`src/rtl/slfl_pkg.sv`:
```
package slfl_pkg;

  localparam int SLOTS    = 64;
  localparam int ADDR_W   = $clog2(SLOTS);
  localparam int IDX_W    = $clog2(SLOTS + 1);
  localparam int VALUE_W  = 32;
  localparam int COUNT_W  = 7;
  localparam int STATUS_W = 2;

  typedef logic [ADDR_W-1:0]         addr_t;
  typedef logic [IDX_W-1:0]          idx_t;
  typedef logic signed [VALUE_W-1:0] value_t;

  // index one past the last slot marks the end of a chain
  localparam idx_t NIL = IDX_W'(SLOTS);

  typedef enum logic {
    CMD_INSERT = 1'b0,
    CMD_REMOVE = 1'b1
  } cmd_t;

  typedef enum logic [STATUS_W-1:0] {
    ST_DONE = 2'd0,
    ST_FULL = 2'd1,
    ST_MISS = 2'd2
  } status_t;

  typedef enum logic [2:0] {
    S_IDLE,
    S_FREE,
    S_WALK,
    S_WR_A,
    S_WR_B,
    S_DONE
  } state_t;

  typedef struct packed {
    logic  en;
    addr_t addr;
  } rd_req_t;

  typedef struct packed {
    logic   we;
    addr_t  addr;
    value_t data;
  } val_wr_t;

  typedef struct packed {
    logic  we;
    addr_t addr;
    idx_t  data;
  } nxt_wr_t;

endpackage

```
`src/rtl/slfl_if.sv`:
```
interface slfl_in_if;
  import slfl_pkg::*;

  logic   valid;
  logic   ready;
  logic   cmd;
  value_t value;

  modport source (output valid, output cmd, output value, input ready);
  modport sink   (input valid, input cmd, input value, output ready);
endinterface

interface slfl_out_if;
  import slfl_pkg::*;

  logic                valid;
  logic                ready;
  logic [STATUS_W-1:0] status;
  logic [COUNT_W-1:0]  element_count;

  modport source (output valid, output status, output element_count, input ready);
  modport sink   (input valid, input status, input element_count, output ready);
endinterface

```
`src/rtl/slfl_store.sv`:
```
module slfl_store (
  input  logic              clk,
  input  logic              rst,
  input  slfl_pkg::rd_req_t rd,
  input  slfl_pkg::val_wr_t val_wr,
  input  slfl_pkg::nxt_wr_t nxt_wr,
  output slfl_pkg::value_t  rd_value,
  output slfl_pkg::idx_t    rd_link
);
  import slfl_pkg::*;

  value_t             val_mem [SLOTS];
  idx_t               nxt_mem [SLOTS];
  logic [SLOTS-1:0]   nxt_vld;
  addr_t              rd_idx;
  idx_t               nxt_q;
  idx_t               link_raw;

  // value store: no reset, only values of listed slots are ever used
  always_ff @(posedge clk) begin
    if (val_wr.we) begin
      val_mem[val_wr.addr] <= val_wr.data;
    end
    if (rd.en) begin
      rd_value <= val_mem[rd.addr];
    end
  end

  always_ff @(posedge clk) begin
    if (nxt_wr.we) begin
      nxt_mem[nxt_wr.addr] <= nxt_wr.data;
    end
    if (rd.en) begin
      nxt_q  <= nxt_mem[rd.addr];
      rd_idx <= rd.addr;
    end
  end

  // unwritten link entries read as the reset chain i -> i+1
  always_ff @(posedge clk) begin
    if (rst) begin
      nxt_vld <= '0;
    end else if (nxt_wr.we) begin
      nxt_vld[nxt_wr.addr] <= 1'b1;
    end
  end

  always_comb begin
    link_raw = nxt_vld[rd_idx] ? nxt_q : IDX_W'(rd_idx) + IDX_W'(1);
    rd_link  = (link_raw < NIL) ? link_raw : NIL;
  end

endmodule

```
`src/rtl/sorted_list_with_free_list_core.sv`:
```
// Channel | Dir | Payload                       | Transfer
// --------+-----+-------------------------------+--------------------------
// req     | in  | cmd (1b), value (32b signed)  | valid & ready, one op
// rsp     | out | status (2b), element_count(7b)| valid & ready, one result
//
// Ops: one op at a time. An insert steps FREE, WALK (none on an empty list),
//   WR_A, WR_B (none at the list head), DONE; a remove that finds its value steps
//   WALK, WR_A, WR_B (likewise), DONE; one that misses WALK, DONE. The walk
//   reads at most 64 list elements, one slot per cycle from the shared slot
//   store read port; a full-store insert or an empty-list remove skips to DONE.
// Reset: synchronous; list empty, free chain 0..63 in order, no clearing
//   pass (link entries carry valid bits cleared by reset).
// Stalls: a result waits in the rsp register; req is taken again once the
//   op is done, while that result may still be pending.
module sorted_list_with_free_list_core (
  input logic        clk,
  input logic        rst,
  slfl_in_if.sink    req,
  slfl_out_if.source rsp
);
  import slfl_pkg::*;

  state_t  state, state_next;
  idx_t    list_head, list_head_next;
  idx_t    free_head, free_head_next;
  idx_t    count, count_next;
  logic    op, op_next;
  value_t  key, key_next;
  addr_t   new_slot, new_slot_next;
  idx_t    prev, prev_next;
  idx_t    cur, cur_next;
  idx_t    succ, succ_next;
  status_t status, status_next;

  logic                rsp_valid, rsp_valid_next;
  logic [STATUS_W-1:0] rsp_status, rsp_status_next;
  logic [COUNT_W-1:0]  rsp_count, rsp_count_next;

  rd_req_t rd;
  val_wr_t val_wr;
  nxt_wr_t nxt_wr;
  value_t  rd_value;
  idx_t    rd_link;

  logic advance;
  logic link_nil;
  logic rsp_free;

  slfl_store u_store (
    .clk      (clk),
    .rst      (rst),
    .rd       (rd),
    .val_wr   (val_wr),
    .nxt_wr   (nxt_wr),
    .rd_value (rd_value),
    .rd_link  (rd_link)
  );

  // insert walks past smaller values, remove walks past unequal ones
  assign advance  = (op == CMD_INSERT) ? (rd_value < key) : (rd_value != key);
  assign link_nil = (rd_link == NIL);
  assign rsp_free = !rsp_valid || rsp.ready;

  assign req.ready         = (state == S_IDLE);
  assign rsp.valid         = rsp_valid;
  assign rsp.status        = rsp_status;
  assign rsp.element_count = rsp_count;

  // next state
  always_comb begin
    state_next = state;
    case (state)
      S_IDLE: begin
        if (req.valid) begin
          if (req.cmd == CMD_INSERT) begin
            state_next = (free_head == NIL) ? S_DONE : S_FREE;
          end else begin
            state_next = (list_head == NIL) ? S_DONE : S_WALK;
          end
        end
      end
      S_FREE: begin
        state_next = (list_head == NIL) ? S_WR_A : S_WALK;
      end
      S_WALK: begin
        if (advance && !link_nil) begin
          state_next = S_WALK;
        end else if (advance && op == CMD_REMOVE) begin
          state_next = S_DONE;
        end else begin
          state_next = S_WR_A;
        end
      end
      S_WR_A: begin
        state_next = (prev == NIL) ? S_DONE : S_WR_B;
      end
      S_WR_B: begin
        state_next = S_DONE;
      end
      S_DONE: begin
        if (rsp_free) begin
          state_next = S_IDLE;
        end
      end
      default: begin
        state_next = S_IDLE;
      end
    endcase
  end

  // datapath, store accesses and result register
  always_comb begin
    list_head_next  = list_head;
    free_head_next  = free_head;
    count_next      = count;
    op_next         = op;
    key_next        = key;
    new_slot_next   = new_slot;
    prev_next       = prev;
    cur_next        = cur;
    succ_next       = succ;
    status_next     = status;
    rsp_valid_next  = rsp_valid && !rsp.ready;
    rsp_status_next = rsp_status;
    rsp_count_next  = rsp_count;
    rd              = '0;
    val_wr          = '0;
    nxt_wr          = '0;

    case (state)
      S_IDLE: begin
        if (req.valid) begin
          op_next     = req.cmd;
          key_next    = req.value;
          prev_next   = NIL;
          status_next = ST_DONE;
          if (req.cmd == CMD_INSERT) begin
            if (free_head == NIL) begin
              status_next = ST_FULL;
            end else begin
              new_slot_next = addr_t'(free_head);
              val_wr.we     = 1'b1;
              val_wr.addr   = addr_t'(free_head);
              val_wr.data   = req.value;
              rd.en         = 1'b1;
              rd.addr       = addr_t'(free_head);
            end
          end else begin
            cur_next = list_head;
            if (list_head == NIL) begin
              status_next = ST_MISS;
            end else begin
              rd.en   = 1'b1;
              rd.addr = addr_t'(list_head);
            end
          end
        end
      end
      S_FREE: begin
        // pop the free head, start the walk at the list head
        free_head_next = rd_link;
        cur_next       = list_head;
        if (list_head != NIL) begin
          rd.en   = 1'b1;
          rd.addr = addr_t'(list_head);
        end
      end
      S_WALK: begin
        if (advance) begin
          prev_next = cur;
          cur_next  = rd_link;
          if (link_nil) begin
            if (op == CMD_REMOVE) begin
              status_next = ST_MISS;
            end
          end else begin
            rd.en   = 1'b1;
            rd.addr = addr_t'(rd_link);
          end
        end else begin
          succ_next = rd_link;
        end
      end
      S_WR_A: begin
        nxt_wr.we = 1'b1;
        if (op == CMD_INSERT) begin
          nxt_wr.addr = new_slot;
          nxt_wr.data = cur;
          count_next  = count + IDX_W'(1);
          if (prev == NIL) begin
            list_head_next = IDX_W'(new_slot);
          end
        end else begin
          // freed slot goes on top of the free list
          nxt_wr.addr    = addr_t'(cur);
          nxt_wr.data    = free_head;
          free_head_next = cur;
          count_next     = count - IDX_W'(1);
          if (prev == NIL) begin
            list_head_next = succ;
          end
        end
      end
      S_WR_B: begin
        nxt_wr.we   = 1'b1;
        nxt_wr.addr = addr_t'(prev);
        nxt_wr.data = (op == CMD_INSERT) ? IDX_W'(new_slot) : succ;
      end
      S_DONE: begin
        if (rsp_free) begin
          rsp_valid_next  = 1'b1;
          rsp_status_next = status;
          rsp_count_next  = COUNT_W'(count);
        end
      end
      default: begin
      end
    endcase
  end

  always_ff @(posedge clk) begin
    if (rst) begin
      state     <= S_IDLE;
      list_head <= NIL;
      free_head <= '0;
      count     <= '0;
      rsp_valid <= 1'b0;
    end else begin
      state     <= state_next;
      list_head <= list_head_next;
      free_head <= free_head_next;
      count     <= count_next;
      rsp_valid <= rsp_valid_next;
    end
  end

  always_ff @(posedge clk) begin
    op         <= op_next;
    key        <= key_next;
    new_slot   <= new_slot_next;
    prev       <= prev_next;
    cur        <= cur_next;
    succ       <= succ_next;
    status     <= status_next;
    rsp_status <= rsp_status_next;
    rsp_count  <= rsp_count_next;
  end

`ifndef ASSERT_OFF
  a_count_range: assert property (@(posedge clk) disable iff (rst)
    count <= NIL)
    else $error("element count beyond store size");

  a_one_op: assert property (@(posedge clk) disable iff (rst)
    req.valid && req.ready |=> !req.ready)
    else $error("second op taken while one is in flight");

  a_free_empty: assert property (@(posedge clk) disable iff (rst)
    state == S_IDLE |-> ((free_head == NIL) == (count == NIL)))
    else $error("free list state disagrees with element count");

  a_list_empty: assert property (@(posedge clk) disable iff (rst)
    state == S_IDLE |-> ((list_head == NIL) == (count == '0)))
    else $error("list head disagrees with element count");

  a_rsp_source: assert property (@(posedge clk) disable iff (rst)
    $rose(rsp_valid) |-> $past(state) == S_DONE)
    else $error("result raised outside of completion");
`endif

endmodule

```
`src/flat_wrapper.sv`:
```
// flat-port wrapper written by rule: the top's interface ports become plain ports
module sorted_list_with_free_list_core_flat import slfl_pkg::*;
  (clk, rst, req_valid, req_cmd, req_value, req_ready, rsp_valid, rsp_status, rsp_element_count, rsp_ready);
  slfl_in_if req_i ();
  slfl_out_if rsp_i ();
  input logic clk;
  input logic rst;
  input wire logic [$bits(req_i.valid)-1:0] req_valid;
  input wire logic [$bits(req_i.cmd)-1:0] req_cmd;
  input wire logic [$bits(req_i.value)-1:0] req_value;
  output wire logic [$bits(req_i.ready)-1:0] req_ready;
  output wire logic [$bits(rsp_i.valid)-1:0] rsp_valid;
  output wire logic [$bits(rsp_i.status)-1:0] rsp_status;
  output wire logic [$bits(rsp_i.element_count)-1:0] rsp_element_count;
  input wire logic [$bits(rsp_i.ready)-1:0] rsp_ready;
  assign req_i.valid = req_valid;
  assign req_i.cmd = req_cmd;
  assign req_i.value = req_value;
  assign req_ready = req_i.ready;
  assign rsp_valid = rsp_i.valid;
  assign rsp_status = rsp_i.status;
  assign rsp_element_count = rsp_i.element_count;
  assign rsp_i.ready = rsp_ready;
  sorted_list_with_free_list_core u_core (.clk(clk), .rst(rst), .req(req_i), .rsp(rsp_i));
endmodule
```
`config.mk`:
```
export PLATFORM = sky130hd
export DESIGN_NAME = sorted_list_with_free_list_core_flat
export DESIGN_NICKNAME = d
export VERILOG_FILES = /design/src/rtl/slfl_pkg.sv /design/src/rtl/slfl_if.sv /design/src/rtl/slfl_store.sv /design/src/rtl/sorted_list_with_free_list_core.sv /design/src/flat_wrapper.sv
export SDC_FILE = /design/constraint.sdc
export NUM_CORES = 2
export LEC_CHECK = 0
export BUFFER_PORTS_ARGS = -buffer_cell sky130_fd_sc_hd__buf_2
export CAP_MARGIN = 20
export CELL_PAD_IN_SITES_DETAIL_PLACEMENT = 1
export CELL_PAD_IN_SITES_GLOBAL_PLACEMENT = 2
export CORE_MARGIN = 3
export CORE_UTILIZATION = 53
export CTS_CLUSTER_SIZE = 14
export DETAILED_ROUTE_END_ITERATION = 16
export PLACE_DENSITY_LB_ADDON = 0.12
export SYNTH_ARGS = -nofsm -noshare
export SYNTH_HDL_FRONTEND = slang
export SYNTH_SLANG_ARGS = --single-unit
```
`constraint.sdc`:
```
create_clock -name clk -period 10.6 [get_ports clk]
set_input_delay 1.59 -clock clk [delete_from_list [all_inputs] [get_ports clk]]
set_output_delay 1.59 -clock clk [all_outputs]
set_load 0.02 [all_outputs]
```
==> impl_metrics.ini <==
[logic_synthesis]
synth_area_per_cell_um2 = 17.65
synth_seq_cells = 2701
synth_edf_count = 2612
synthFlopType = edfxtp_1
synth_top_cell_by_area = edfxtp_1
synth_area_um2 = 104300
synth_area_leaders = edfxtp_1 75%, mux2i_1 12%, o22ai_1 3.3%
yosysWarnings = 0
synthesis.nets = 5987
async_flop_share = 0
yosysSeqAreaShare = 0.7689
syn_inst = 5911
synth_top_area_frac = 0.7518
ys_types = 62

[route]
drtAntennaViolNets = 0
via_per_inst = 6.485
vias = 58130
drt-initial-drc-count = 6794
routed-wl-met2_um = 141500
wl_um = 307500
routed.top_layer = met5
drt-pass1-iter-count = 5
routedWlPerCell_um = 34.30
wl_met1_um = 128900
wl_met3_um = 28090
drc_errors = 0

[floorplanning]
io_pins = 48
dieArea_um2 = 202200
fp.coreArea_um2 = 195400
start_util = 0.5339
die_h_um = 449.7
std_cell_rows = 162
dieWidth_um = 449.7

[cells_and_area]
n_fill_cell = 16790
drive_above_1_share = 0.1291
syn2layout_area_growth_pct = 13.48
utilization = 0.6059
nets = 6212
seqCellArea_um2 = 80220
multi_input_area_um2 = 23500

[global_routing]
grt_pass1_vias = 58940
grt_usage = 0.3009
grt_max_degree = 116
globalRouteOverflowTotal = 0
antenna_found_initial = 15
grt_pass1_wl_um = 436400

[worst_setup_path]
max_stage_delay_ns = 0.98
cp_top_family = buffers and inverters
worstSetupPathType = flop to flop
start_kind = flop
crit_top_cell = buf_4
crit_chain = mux4_2, nand2b_1, nand4b_1, nand4_1, mux2i_4, mux2_2, a221oi_4, buf_12, buf_4, buf_4, mux2i_1, o22ai_1, o41ai_1, o2111ai_1
arrival_ns = 8.32
crit_path_end_kind = flop
cpMaxStageDelayCell = edfxtp_1
cp_num_buf_inv = 3
worstPathRequired_ns = 11.21
cp_max_fo = 107

[clocking]
insertion_delay_ns = 0.94
tritoncts = done
post_cts_resize_count = 0
cts_buffer_depth = 4
clock_sinks = 2701
cts-buffers-inserted = 292
post-cts-setup-buffer-count = 0
hold_buffers = 0
root_buffer = clkbuf_16
clk_pin_slew_worst_paths_ns = 0.06
htreeDepth = 5

[sta]
fin_tns_setup_ns = 0
drv_slew = 0
rsz0062_at_grt = no
setup_violations = 0
period_share = 0.7272
relSlewSlack = 0.1552
hold_violations = 0
clock_skew_ns = 0.04975
fmax_mhz = 129.7
worst_pin_slew_ns = 1.251
final.min_clock_period_ns = 7.709

[power]
powerDensity_nw_per_um2 = 249.4
vdd_drop_max_mv = 0.2102
p_leak_nw = 46.23
power_mw = 29.53

[place]
gp_congestion = 0.8658
dp_hpwl_um = 167800
port_buffers = 47

[status]
status = finished clean

[min_path]
hold_path.class = flop to flop

[flow_run]
max-cap-violations = 0
worst paths after layout:
| check | start | to | slack [ns] | depth (start not counted) |
|---|---|---|---|---|
| worst min-delay path | u_core.count[3] | u_core.rsp.element_count[3] | 0.47 | 0 |
| worst max register to register | u_core.u_store.rd_idx[1] | u_core.u_store.rd_value[4] | 2.89 | 14 |
| worst max-delay path | u_core.u_store.rd_idx[1] | u_core.u_store.rd_value[4] | 2.89 | 14 |
| worst min register to register | u_core.count[3] | u_core.rsp.element_count[3] | 0.47 | 0 |
where the power goes:
part	total [mW]	internal (mW)	switching, mW
Sequential	12.8	12.5	0.278
Combinational	7.06	2.38	4.68
Clock	9.72	5.71	4.01
Total	29.5	20.6	8.96
cell families (layout without fill, tap and decap cells):
group | count (synthesis) | after routing | share of synthesized area
simple gates | 589 | 589 | 0.02541
xor+xnor | 10 | 10 | 0.0008395
other cells | 0 | 5 | 0
mux | 1284 | 1284 | 0.1245
compound gates | 909 | 909 | 0.05968
flops | 2701 | 2701 | 0.7689
fa+ha+maj | 39 | 39 | 0.004749
buf+inv | 379 | 803 | 0.01591
worst register-to-register path, stage by stage (launching register included):
cell and delay, ns:
edfxtp_1 0.98, mux4_2 0.60, nand2b_1 0.15, nand4b_1 0.11
nand4_1 0.29, mux2i_4 0.43, mux2_2 0.45, a221oi_4 0.35
buf_12 0.54, buf_4 0.87, buf_4 0.96, mux2i_1 0.38
o22ai_1 0.11, o41ai_1 0.96, o2111ai_1 0.22
placed cells by master (no fill, tap or decap), types with 51 or more instances in the layout:
cell          n
nor2_1      252
clkinv_1     63
mux2i_1    1271
edfxtp_1   2612
nor2_4       66
dfxtp_1      89
nand2_1      73
buf_2        55
buf_4       171
clkbuf_16   300
o22ai_1     547
o41ai_1      58
clkbuf_1     58
a21oi_1      51
final cells by class:
type / count / area share
Sequential cell: 2701 / 0.6776
Multi-Input combinational cell: 2831 / 0.1985
Clock buffer: 363 / 0.06583
Tap cell: 2624 / 0.02773
Timing Repair Buffer: 261 / 0.01905
Clock inverter: 130 / 0.009712
Inverter: 49 / 0.001554
Antenna cell: 5 / 0.0001057
sequential cells by signal, summed over array words and instances, names as in the netlist, 2 cells and up:
name	count
u_core.count	7
u_core.cur	7
u_core.free_head	7
u_core.key	32
u_core.list_head	7
u_core.new_slot	6
u_core.prev	7
u_core.rsp.element_count	7
u_core.rsp.status	2
u_core.state	3
u_core.status	2
u_core.succ	7
u_core.u_store.nxt_mem	448
u_core.u_store.nxt_q	7
u_core.u_store.nxt_vld	64
u_core.u_store.rd_idx	6
u_core.u_store.rd_value	32
u_core.u_store.val_mem	2048
metrics by stage:
stage | hold slack, ns | cells | worst slack (ns) | area, µm²
2_1_floorplan | 0.4003 | 5911 | 6.113 | 104300
3_3_place_gp | 0.4439 | 8423 | 2.635 | 108700
3_5_place_dp | 0.4574 | 8442 | 3.120 | 109000
4_1_cts | 0.4730 | 8935 | 3.081 | 117900
5_1_grt | 0.5000 | 8961 | 2.602 | 118400
6_report | 0.4700 | 8964 | 2.891 | 118400
synth_stat cells (all sizes together) (7+ instances only):
cell     count
a211oi       7
nor2b       19
a22oi        7
o31ai       39
inv         49
nor4        41
nand2b       8
a21o         9
dfxtp       89
and3        41
nand3       27
o22ai      553
o2111ai     39
nor3        14
nand4       10
a21oi       53
mux2i     1272
edfxtp    2612
buf        168
o21ai       20
nand2       88
nor2       319
o22a        39
o41ai       79
clkbuf     162
o221ai      39
ha          38
mux4        10
routing by layer:
layer	GRT usage	up-vias
met5	0	-
met4	0.08886	2
met3	0.06193	476
met2	0.4642	2616
met1	0.4366	30720
li1	-	24320
Note: power is estimated with default switching activity, not from simulation.
